**src/hw/rtl/flxrng_pkg.sv**
```systemverilog
package flxrng_pkg;

    // Default sizing
    localparam int LANES_DEF     = 4;
    localparam int MAX_BATCH_DEF = 64;

    // SplitMix64 constants
    localparam logic [63:0] GOLDEN = 64'h9e37_79b9_7f4a_7c15;
    localparam logic [63:0] MIX_A  = 64'hbf58_476d_1ce4_e5b9;
    localparam logic [63:0] MIX_B  = 64'h94d0_49bb_1331_11eb;

    // Mix shift amounts
    localparam int MIX_SH0 = 30;
    localparam int MIX_SH1 = 27;
    localparam int MIX_SH2 = 31;

    // xoroshiro128++ rotations and shift
    localparam int ROT_OUT = 17;
    localparam int ROT_A   = 49;
    localparam int SHL_B   = 21;
    localparam int ROT_C   = 28;

    // Request codes
    localparam logic [1:0] FUNC_SINGLE = 2'd0;
    localparam logic [1:0] FUNC_BATCH  = 2'd1;
    localparam logic [1:0] FUNC_RESEED = 2'd2;

    typedef struct packed {
        logic [1:0] func;
        logic [6:0] count;
    } t_in_item;

    typedef struct packed {
        logic [63:0] value;
        logic        last;
    } t_out_item;

    typedef enum logic [2:0] {
        ST_IDLE,
        ST_MIX_START,
        ST_MIX_WAIT,
        ST_REFILL,
        ST_DRAIN,
        ST_GROUP
    } t_state;

    typedef enum logic [2:0] {
        MX_IDLE,
        MX_M0,
        MX_M1,
        MX_M2,
        MX_M3,
        MX_POST
    } t_mix_state;

    // Bit i set when count i is a whole number of groups (zero excluded)
    function automatic logic [127:0] f_mult_mask(input int lanes);
        logic [127:0] mask;
        int           k;
        mask = '0;
        k    = 0;
        for (int i = 0; i < 128; i++) begin
            mask[i] = (k == 0) && (i != 0);
            k = (k == lanes - 1) ? 0 : k + 1;
        end
        return mask;
    endfunction

    function automatic logic [63:0] f_rotl(input logic [63:0] x, input int k);
        return (x << k) | (x >> (64 - k));
    endfunction

endpackage

```
**src/hw/rtl/flxrng_lane_step.sv**
```systemverilog
module flxrng_lane_step
    import flxrng_pkg::*;
(
    input  logic [63:0] i_s0,
    input  logic [63:0] i_s1,
    output logic [63:0] o_value,
    output logic [63:0] o_s0,
    output logic [63:0] o_s1
);

    logic [63:0] sum;
    logic [63:0] t;

    // Output word and state advance of one lane
    always_comb begin
        sum     = i_s0 + i_s1;
        t       = i_s0 ^ i_s1;
        o_value = f_rotl(sum, ROT_OUT) + i_s0;
        o_s0    = f_rotl(i_s0, ROT_A) ^ t ^ (t << SHL_B);
        o_s1    = f_rotl(t, ROT_C);
    end

endmodule

```
**src/hw/rtl/flxrng_mix.sv**
```systemverilog
module flxrng_mix
    import flxrng_pkg::*;
(
    input  logic        i_clk,
    input  logic        i_rst_n,
    input  logic        i_start,
    input  logic [63:0] i_x,
    output logic        o_done,
    output logic [63:0] o_y
);

    t_mix_state  r_state, n_state;
    logic        r_pass;
    logic        r_done;
    logic [63:0] r_a;
    logic [63:0] r_acc;
    logic [63:0] r_prod;
    logic [63:0] r_y;

    logic [63:0] k;
    logic [31:0] mul_a;
    logic [31:0] mul_b;

    assign k = r_pass ? MIX_B : MIX_A;

    // Next state
    always_comb begin
        n_state = r_state;
        case (r_state)
            MX_IDLE: begin
                if (i_start) n_state = MX_M0;
            end
            MX_M0:   n_state = MX_M1;
            MX_M1:   n_state = MX_M2;
            MX_M2:   n_state = MX_M3;
            MX_M3:   n_state = MX_POST;
            MX_POST: n_state = r_pass ? MX_IDLE : MX_M0;
            default: n_state = MX_IDLE;
        endcase
    end

    // Operand select for the shared 32x32 multiplier
    always_comb begin
        case (r_state)
            MX_M0: begin
                mul_a = r_a[31:0];
                mul_b = k[31:0];
            end
            MX_M1: begin
                mul_a = r_a[31:0];
                mul_b = k[63:32];
            end
            MX_M2: begin
                mul_a = r_a[63:32];
                mul_b = k[31:0];
            end
            default: begin
                mul_a = '0;
                mul_b = '0;
            end
        endcase
    end

    always_ff @(posedge i_clk) begin
        if (!i_rst_n) begin
            r_state <= MX_IDLE;
            r_pass  <= 1'b0;
            r_done  <= 1'b0;
        end else begin
            r_state <= n_state;
            r_done  <= (r_state == MX_POST) && r_pass;
            if (r_state == MX_IDLE && i_start) r_pass <= 1'b0;
            else if (r_state == MX_POST)       r_pass <= ~r_pass;
        end
    end

    // Datapath: low 64 bits of a*k from three partial products
    always_ff @(posedge i_clk) begin
        r_prod <= 64'(mul_a) * 64'(mul_b);
        case (r_state)
            MX_IDLE: begin
                if (i_start) r_a <= i_x ^ (i_x >> MIX_SH0);
            end
            MX_M1:   r_acc <= r_prod;
            MX_M2:   r_acc <= r_acc + {r_prod[31:0], 32'h0};
            MX_M3:   r_acc <= r_acc + {r_prod[31:0], 32'h0};
            MX_POST: begin
                if (r_pass) r_y <= r_acc ^ (r_acc >> MIX_SH2);
                else        r_a <= r_acc ^ (r_acc >> MIX_SH1);
            end
            default: ;
        endcase
    end

    assign o_done = r_done;
    assign o_y    = r_y;

endmodule

```
**src/hw/rtl/four_lane_xoroshiro128pp_rng_unit.sv**
```systemverilog
// Reseed: each of the 2*LANES state words passes through the shared mix multiplier,
//   then the result buffer is refilled lane by lane.
// Single value: output register loaded from the buffer in ST_DRAIN, after ST_REFILL
//   when the buffer is empty; the next request is taken back in ST_IDLE.
// Batch of n: one value per cycle unless the output stalls, apart from a tail refill.
// Synchronous active-low reset runs a reseed with seed zero; requests wait until it ends.
module four_lane_xoroshiro128pp_rng_unit
    import flxrng_pkg::*;
#(
    parameter int LANES     = LANES_DEF,
    parameter int MAX_BATCH = MAX_BATCH_DEF
) (
    input  logic        i_clk,
    input  logic        i_rst_n,
    input  logic        i_in_valid,
    output logic        o_in_stall,
    input  t_in_item    i_in_data,
    output logic        o_out_valid,
    input  logic        i_out_stall,
    output t_out_item   o_out_data,
    input  logic        i_cfg_valid,
    output logic        o_cfg_ready,
    input  logic [63:0] i_cfg_data
);

    localparam int LANE_W = (LANES > 1) ? $clog2(LANES) : 1;
    localparam int RD_W   = $clog2(LANES + 1);
    localparam int CNT_W  = $clog2(MAX_BATCH + 1);
    localparam logic [127:0] MULT_MASK = f_mult_mask(LANES);

    t_state             r_state, n_state;
    logic [63:0]        r_seed;
    logic [63:0]        r_z, n_z;
    logic [LANE_W-1:0]  r_lane, n_lane;
    logic               r_word, n_word;
    logic [RD_W-1:0]    r_rd, n_rd;
    logic [CNT_W-1:0]   r_rem, n_rem;
    logic [63:0]        r_s0  [LANES];
    logic [63:0]        r_s1  [LANES];
    logic [63:0]        r_buf [LANES];
    logic               r_out_valid;
    t_out_item          r_out_data;

    logic               in_acc;
    logic               out_free;
    logic [6:0]         cnt;
    logic [CNT_W-1:0]   rem_dec;
    logic               lane_end;
    logic [63:0]        step_value;
    logic [63:0]        step_s0;
    logic [63:0]        step_s1;
    logic               mix_start;
    logic               mix_done;
    logic [63:0]        mix_y;
    logic               emit;
    t_out_item          emit_data;
    logic               state_we;
    logic               mix_we;
    logic               buf_we;

    assign o_in_stall  = (r_state != ST_IDLE);
    assign o_cfg_ready = 1'b1;
    assign in_acc      = i_in_valid && !o_in_stall;
    assign out_free    = !r_out_valid || !i_out_stall;
    assign cnt         = (i_in_data.count > 7'(MAX_BATCH)) ? 7'(MAX_BATCH) : i_in_data.count;
    assign rem_dec     = r_rem - CNT_W'(1);
    assign lane_end    = (32'(r_lane) == LANES - 1);

    // Shared lane step, applied to one lane a cycle unless the output stalls
    flxrng_lane_step u_step (
        .i_s0    (r_s0[r_lane]),
        .i_s1    (r_s1[r_lane]),
        .o_value (step_value),
        .o_s0    (step_s0),
        .o_s1    (step_s1)
    );

    // SplitMix64 finaliser
    flxrng_mix u_mix (
        .i_clk   (i_clk),
        .i_rst_n (i_rst_n),
        .i_start (mix_start),
        .i_x     (n_z),
        .o_done  (mix_done),
        .o_y     (mix_y)
    );

    // Next state
    always_comb begin
        n_state = r_state;
        case (r_state)
            ST_IDLE: begin
                if (in_acc) begin
                    case (i_in_data.func)
                        FUNC_SINGLE: begin
                            n_state = (32'(r_rd) >= LANES) ? ST_REFILL : ST_DRAIN;
                        end
                        FUNC_BATCH: begin
                            if (cnt == '0)              n_state = ST_IDLE;
                            else if (MULT_MASK[cnt])    n_state = ST_GROUP;
                            else if (32'(r_rd) < LANES) n_state = ST_DRAIN;
                            else if (32'(cnt) >= LANES) n_state = ST_GROUP;
                            else                        n_state = ST_REFILL;
                        end
                        FUNC_RESEED: n_state = ST_MIX_START;
                        default:     n_state = ST_IDLE;
                    endcase
                end
            end
            ST_MIX_START: n_state = ST_MIX_WAIT;
            ST_MIX_WAIT: begin
                if (mix_done) n_state = (r_word && lane_end) ? ST_REFILL : ST_MIX_START;
            end
            ST_REFILL: begin
                if (lane_end) n_state = (r_rem != '0) ? ST_DRAIN : ST_IDLE;
            end
            ST_DRAIN: begin
                if (out_free) begin
                    if (r_rem == CNT_W'(1))            n_state = ST_IDLE;
                    else if (32'(r_rd) + 1 == LANES)
                        n_state = (32'(rem_dec) >= LANES) ? ST_GROUP : ST_REFILL;
                end
            end
            ST_GROUP: begin
                if (out_free) begin
                    if (r_rem == CNT_W'(1))                   n_state = ST_IDLE;
                    else if (lane_end && 32'(rem_dec) < LANES) n_state = ST_REFILL;
                end
            end
            default: n_state = ST_IDLE;
        endcase
    end

    // Sequencer outputs and counter updates
    always_comb begin
        n_z       = r_z;
        n_lane    = r_lane;
        n_word    = r_word;
        n_rd      = r_rd;
        n_rem     = r_rem;
        mix_start = 1'b0;
        mix_we    = 1'b0;
        state_we  = 1'b0;
        buf_we    = 1'b0;
        emit      = 1'b0;
        emit_data = '{value: r_buf[r_rd[LANE_W-1:0]], last: (r_rem == CNT_W'(1))};
        case (r_state)
            ST_IDLE: begin
                if (in_acc) begin
                    n_lane = '0;
                    n_word = 1'b0;
                    case (i_in_data.func)
                        FUNC_SINGLE: n_rem = CNT_W'(1);
                        FUNC_BATCH: begin
                            n_rem = CNT_W'(cnt);
                            if (MULT_MASK[cnt]) n_rd = RD_W'(LANES);
                        end
                        FUNC_RESEED: begin
                            n_rem = '0;
                            n_z   = r_seed;
                        end
                        default: ;
                    endcase
                end
            end
            ST_MIX_START: begin
                n_z       = r_z + GOLDEN;
                mix_start = 1'b1;
            end
            ST_MIX_WAIT: begin
                if (mix_done) begin
                    mix_we = 1'b1;
                    n_word = ~r_word;
                    if (r_word) n_lane = lane_end ? '0 : r_lane + LANE_W'(1);
                end
            end
            ST_REFILL: begin
                state_we = 1'b1;
                buf_we   = 1'b1;
                n_lane   = lane_end ? '0 : r_lane + LANE_W'(1);
                if (lane_end) n_rd = '0;
            end
            ST_DRAIN: begin
                if (out_free) begin
                    emit  = 1'b1;
                    n_rd  = r_rd + RD_W'(1);
                    n_rem = rem_dec;
                end
            end
            ST_GROUP: begin
                emit_data.value = step_value;
                if (out_free) begin
                    emit     = 1'b1;
                    state_we = 1'b1;
                    n_rem    = rem_dec;
                    n_lane   = lane_end ? '0 : r_lane + LANE_W'(1);
                end
            end
            default: ;
        endcase
    end

    // Control registers; reset starts a reseed from seed zero
    always_ff @(posedge i_clk) begin
        if (!i_rst_n) begin
            r_state     <= ST_MIX_START;
            r_seed      <= '0;
            r_z         <= '0;
            r_lane      <= '0;
            r_word      <= 1'b0;
            r_rd        <= '0;
            r_rem       <= '0;
            r_out_valid <= 1'b0;
        end else begin
            r_state     <= n_state;
            r_z         <= n_z;
            r_lane      <= n_lane;
            r_word      <= n_word;
            r_rd        <= n_rd;
            r_rem       <= n_rem;
            r_out_valid <= emit || (r_out_valid && i_out_stall);
            if (i_cfg_valid && o_cfg_ready) r_seed <= i_cfg_data;
        end
    end

    // Lane state, result buffer and output beat
    always_ff @(posedge i_clk) begin
        if (mix_we) begin
            if (r_word) r_s1[r_lane] <= mix_y;
            else        r_s0[r_lane] <= mix_y;
        end else if (state_we) begin
            r_s0[r_lane] <= step_s0;
            r_s1[r_lane] <= step_s1;
        end
        if (buf_we) r_buf[r_lane] <= step_value;
        if (emit)   r_out_data   <= emit_data;
    end

    assign o_out_valid = r_out_valid;
    assign o_out_data  = r_out_data;

endmodule
```
**config.mk**
```make
export PLATFORM = sky130hd
export DESIGN_NAME = four_lane_xoroshiro128pp_rng_unit
export DESIGN_NICKNAME = d
export VERILOG_FILES = /design/src/hw/rtl/flxrng_pkg.sv /design/src/hw/rtl/flxrng_lane_step.sv /design/src/hw/rtl/flxrng_mix.sv /design/src/hw/rtl/four_lane_xoroshiro128pp_rng_unit.sv
export SDC_FILE = /design/constraint.sdc
export NUM_CORES = 2
export LEC_CHECK = 0
export BUFFER_PORTS_ARGS = -buffer_cell sky130_fd_sc_hd__buf_2
export CAP_MARGIN = 20
export CORE_AREA = 2 2 422 424
export DETAILED_ROUTE_END_ITERATION = 7
export DIE_AREA = 0 0 424 426
export GPL_TIMING_DRIVEN = 0
export PLACE_DENSITY = 0.62
export SLEW_MARGIN = 30
export SYNTH_ARGS = -nofsm -noshare
export SYNTH_HDL_FRONTEND = slang
export SYNTH_SLANG_ARGS = --single-unit
```
**constraint.sdc**
```tcl
create_clock -name i_clk -period 24.5 [get_ports i_clk]
set_input_delay 1.225 -clock i_clk [delete_from_list [all_inputs] [get_ports i_clk]]
set_output_delay 1.225 -clock i_clk [all_outputs]
set_load 0.03 [all_outputs]
```
# Word-level counts from Yosys, hierarchy flattened
# Memory sizes are Yosys's and may differ from the RTL's. A register that Yosys moved wholly into a read port is not among the register bits.
# Cells that the tools add are included.
totals:
  mem_count: 4
  reg_bits: 471
  ramBits: 768
  output_inout_bits: 68
  word_cells: 195
  romBits: 128
mem_list:
  columns: ["name", "depth", "word_bits", "read_ports", "rd_ports_with_merged_regs", "wr", "line_no", "text"]
  rows:
  - ["r_buf", 4, 64, 1, 1, 1, "four_lane_xoroshiro128pp_rng_unit.sv:40", "logic [63:0] r_buf [LANES];"]
  - ["r_s0", 4, 64, 1, 1, 1, "four_lane_xoroshiro128pp_rng_unit.sv:38", "logic [63:0] r_s0 [LANES];"]
  - ["r_s1", 4, 64, 1, 1, 1, "four_lane_xoroshiro128pp_rng_unit.sv:39", "logic [63:0] r_s1 [LANES];"]
  - ["(no name shown)", 128, 1, 1, 0, 0, "four_lane_xoroshiro128pp_rng_unit.sv:156", "if (MULT_MASK[cnt]) n_rd = RD_W'(LANES);"]
op_classes:
  n_reduce_logical: 35
  magnitude_cmp: 7
  multipliers: 1
  bitwise_logic: 14
  addsub: 8
  n_mux: 80
  n_eq_ne: 29
op_table:
  columns: ["operator", "count"]
  rows:
  - ["$mux 64", 7]
  - ["$pmux 64 s2", 3]
  - ["$add 64x64->64", 3]
  - ["$xor 64x64->64", 3]
  - ["$pmux 32 s2", 2]
  - ["$mux 3", 22]
  - ["$add 64x64->64 const B", 1]
  - ["$mul 32x32->64", 1]
  - ["$or 64x17->64", 1]
  - ["$or 64x28->64", 1]
  - ["$or 64x49->64", 1]
  - ["$xor 64x33->64", 1]
  - ["$xor 64x34->64", 1]
  - ["$xor 64x37->64", 1]
  - ["$mux 62", 1]
  - ["$pmux 3 s6", 2]
  - ["$mux 2", 12]
  - ["$mux 1", 21]
  - ["$mux 7", 3]
  - ["$pmux 7 s3", 1]
  - ["$pmux 3 s3", 2]
  - ["$ne 2x2->1 const B", 8]
  - ["$ge 7x3->1 const B", 2]
  - ["$pmux 7 s2", 1]
  - ["other kinds (40)", 73]

# Logic depth before layout (Yosys ltp)
depth:
  word_depth: 10
  mapped_depth: 38

# Hierarchy
# A second synthesis with hierarchy kept.
unflattened:
  cells_unflattened: 7948
  hier_area_um2: 89084.2
modules_own_cells:
  columns: ["mod", "cells_each", "area_per_inst_um2", "instances", "seq_area_each_um2"]
  rows:
  - ["flxrng_mix", 4010, 40557.6, 1, 7146.9]
  - ["four_lane_xoroshiro128pp_rng_unit", 2712, 40085.9, 1, 27996.9]
  - ["flxrng_lane_step", 1226, 8440.6, 1, 0.0]

# Worst setup path before layout
# OpenSTA, ideal clock, no wires.
synth_timing:
  path_type: "reg-to-reg"
  from: "register u_mix.r_state[1]"
  to: "register u_mix.r_prod[49]"
  setup_slack_ps: 15209
  arrival_ps: 9219
  path_stages_with_launch: 30
  path_buffers: 2
  cell_sequence: "dfxtp_1 clkbuf_1 or3b_2 inv_1 clkbuf_1 nand2_1 inv_1 nand2_1 o21ai_0 fa_1 fa_1 fa_1 inv_1 fa_1 inv_1 fa_1 fa_1 fa_1 fa_1 ha_1 a21o_1 a21o_1 a21oi_1 o22ai_1 a311o_1 a31o_2 a221oi_2 o21ai_1 a221oi_1 xnor2_1"
synth_between:
  elab_chain_cells: 4
synth_rtl:
  columns: ["item", "line_no", "text"]
  rows:
  - ["start, declared", "flxrng_mix.sv:12", "t_mix_state r_state, n_state;"]
  - ["start signal, assigned", "flxrng_mix.sv:70", "r_state <= n_state;"]
  - ["$eq 3x1->1 or $eq 3x2->1 (tied branches)", "flxrng_mix.sv:44", "case (r_state)"]
  - ["$reduce_or 2->1 (no source line)", null, null]
  - ["$pmux 32 s2", "flxrng_mix.sv:44", null]
  - ["$mul 32x32->64 (*)", "flxrng_mix.sv:79", "r_prod <= 64'(mul_a) * 64'(mul_b);"]
  - ["end signal, assigned", "flxrng_mix.sv:79", null]
  - ["end, declared", "flxrng_mix.sv:17", "logic [63:0] r_prod;"]
# Every way passes the cells marked *; elsewhere a longest branch is shown, timed or not.
# A chain may end at the register's enable or synchronous reset.

# Worst setup path in the final report
layout_timing:
  from: "register u_mix.r_state[0]"
  to: "register u_mix.r_prod[63]"
# The elaborated chain is that of the path after synthesis.

==> impl_metrics.tcl <==
set metrics [dict create \
    die_h_um 426 \
    hp-class "flip-flop to flip-flop" \
    ys.flop_type "edfxtp_1" \
    fin_tns_setup_ns 0 \
    multi_input_area_um2 47600 \
    cp.arrival_ns 12.81 \
    clock-sinks 1243 \
    slowest_delay_ns 0.85 \
    holdBufCountCts 0 \
    syn_to_final_growth_pct 10.3 \
    via_per_inst 6.03 \
    grt_start_max_net_pins 40 \
    final-seq-area_um2 35100 \
    fp.coreArea_um2 176000 \
    synthArstFlopShare 0 \
    start_util 0.499 \
    yosysTopAreaCellShare 0.351 \
    path_clk_slew_ns 0.06 \
    timing.hold.ws_ns 0.493 \
    crit_path_frequent_cell "fa_1" \
    rsz0062_at_grt "false" \
    setup-violations-final 0 \
    port_buffers 143 \
    netlist_top_cells_area "edfxtp_1 (35%), fa_1 (18%), ha_1 (7.3%), dfxtp_1 (5.0%), mux4_2 (4.9%)" \
    syn-num-nets 9026 \
    outcome "finished, final reports clean" \
    die_w_um 424 \
    first_global_vias 62400 \
    fin_crit_ns 12.19 \
    cts_setup_buffers 0 \
    start_kind "flip-flop" \
    cp.required_ns 25.12 \
    use_met2 0.536 \
    post-route-period-util 0.497 \
    worstMarginPinSlew_ns 1.12 \
    clock_latency_ns 0.77 \
    root_buffer "clkbuf_16" \
    htree_levels 3 \
    grt_use_met1 0.449 \
    maxClockFrequency_mhz 82.0 \
    syn_avg_cell_area_um2 11.5 \
    die_area_um2 181000 \
    cts_buffers 121 \
    worst-setup-path-type "flip-flop to flip-flop" \
    critPathTopFamily "adder cells" \
    yosysTopAreaCell "edfxtp_1" \
    yosysUniqueCellTypes 100 \
    grt_pass1_wl_mm 442 \
    clk_path_buf_depth 3 \
    yosysSeqAreaShare 0.401 \
    endpoint_kind "flip-flop" \
    vias 62700 \
    syn-cell-area_um2 87700 \
    ant_nets 0 \
    synth_cells 7626 \
    first_pass_iters 6 \
    yosys_register_bits 1243 \
    wirelength_mm 309 \
    yosys_warnings 0 \
    post_cts_resized 0 \
    relSlewSlack 0.251 \
    nets 9354 \
    crit_slowest_cell "nor2_1" \
    drt-initial-drc-count 7046 \
    antenna_found_initial 7 \
    hold_viol_final 0 \
    wl_per_cell_um 29.7 \
    drc 0 \
    num_rows 154 \
    gp_congestion 1.08 \
    dpl.hpwl_mm 253 \
    grt.busiest_layer "met2" \
    max-cap-violations 0 \
    gr-total-overflow 0 \
    cts_tree "built" \
    pin_count 146 \
    use_met3 0.0634 \
    synth_edf_count 1025 \
    final_cell_mix "inv_1 (1,054), edfxtp_1 (1,025), fa_1 (807)" \
    cp_max_fo 10 \
    finalMaxSlewViolations 0 \
    critPathBufInv 11 \
    finClkSkew_ns 0.0385 \
    final_common_cell "inv_1" \
    drive_gt1_frac 0.101 \
    fillers 15300 \
    gr-usage-all-layers 0.342 \
]
[synth_stat cells (19+ instances only)]
master,number
inv_1,1054
edfxtp_1,1025
fa_1,807
nand2_1,705
nor2_1,538
ha_1,515
a21oi_1,338
o21ai_0,327
clkbuf_1,233
dfxtp_1,218
xnor2_1,216
xor2_1,212
mux4_2,192
a21o_1,139
and2_1,85
nor3_1,80
mux2i_1,71
nand3_1,69
buf_1,54
nand4_1,50
a31oi_1,45
o21bai_1,40
a22oi_1,38
buf_2,35
mux2_2,35
nand2b_1,32
nor2b_1,30
a211oi_1,29
and3_1,29
o21a_1,24
o211ai_1,20
or2_2,20
a221oi_1,19
[metal layers]
metal,wire length [µm],up-vias
li1,-,26800
met2,141000,3167
met5,46,-
met4,21300,8
met1,120000,32000
met3,25900,752
[tightest hold or removal path: stages, from the launching register on]
cell     delay [ns]
dfxtp_1        0.33
mux2i_1        0.06
nor2_1         0.07
[path summary, 6_finish.rpt]
check | from | end | slack [ns] | cells after the start
min reg2reg | r_seed[47]$_SDFFE_PN0P_ | r_seed[47]$_SDFFE_PN0P_ | 0.49 | 2
max | u_mix.r_state[0]$_SDFFE_PN0P_ | u_mix.r_prod[63]$_DFF_P_ | 12.31 | 36
max reg2reg | u_mix.r_state[0]$_SDFFE_PN0P_ | u_mix.r_prod[63]$_DFF_P_ | 12.31 | 36
min | r_seed[47]$_SDFFE_PN0P_ | r_seed[47]$_SDFFE_PN0P_ | 0.49 | 2
[registers in the layout, indices dropped and copies added, names as in the netlist, named ones only]
register,count
r_word,1
r_buf,256
u_mix.r_a,64
r_lane,2
r_rem,7
o_out_data,65
u_mix.r_pass,1
o_out_valid,1
u_mix.r_prod,64
r_z,64
r_rd,3
r_s0,256
r_seed,64
u_mix.o_done,1
r_state,3
u_mix.o_y,64
r_s1,256
u_mix.r_state,3
u_mix.r_acc,64
[cell type report]
cell class | count | area share
sequential | 1243 | 0.363
clock buffer | 159 | 0.0344
tap | 2340 | 0.0303
timing repair buffer | 205 | 0.0199
antenna | 3 | 0.0000776
buffer | 327 | 0.0138
inverter | 1055 | 0.0409
clock inverter | 60 | 0.00556
multi-input combinational | 5001 | 0.492
[logic make-up (layout without fill, tap and decap cells)]
logic type | Yosys count | in the layout | share of synthesized area
muxes | 298 | 298 | 0.0619
buffers and inverters | 1382 | 1806 | 0.0599
AOI/OAI and AO/OA | 1235 | 1235 | 0.0911
DFF | 1243 | 1243 | 0.401
xor gates and xnor gates | 428 | 428 | 0.0427
other | 1 | 4 | 0.0000427
adders and majority gates | 1322 | 1322 | 0.258
and+or+nand+nor | 1717 | 1717 | 0.0861
[metrics by stage]
step / area, µm² / util / cells / worst slack (ns)
floorplan: 87700 / - / 7626 / 15.21
global placement: 91400 / 0.520 / 10100 / 10.69
detailed placement: 92800 / 0.528 / 10200 / 12.44
CTS: 96700 / 0.550 / 10400 / 12.41
global route: 96700 / 0.550 / 10400 / 11.89
finish: 96700 / 0.551 / 10400 / 12.31
Power is left out: the tool's default activity adds up to more than one toggle a clock period on the data nets, which glitch-free logic cannot reach.
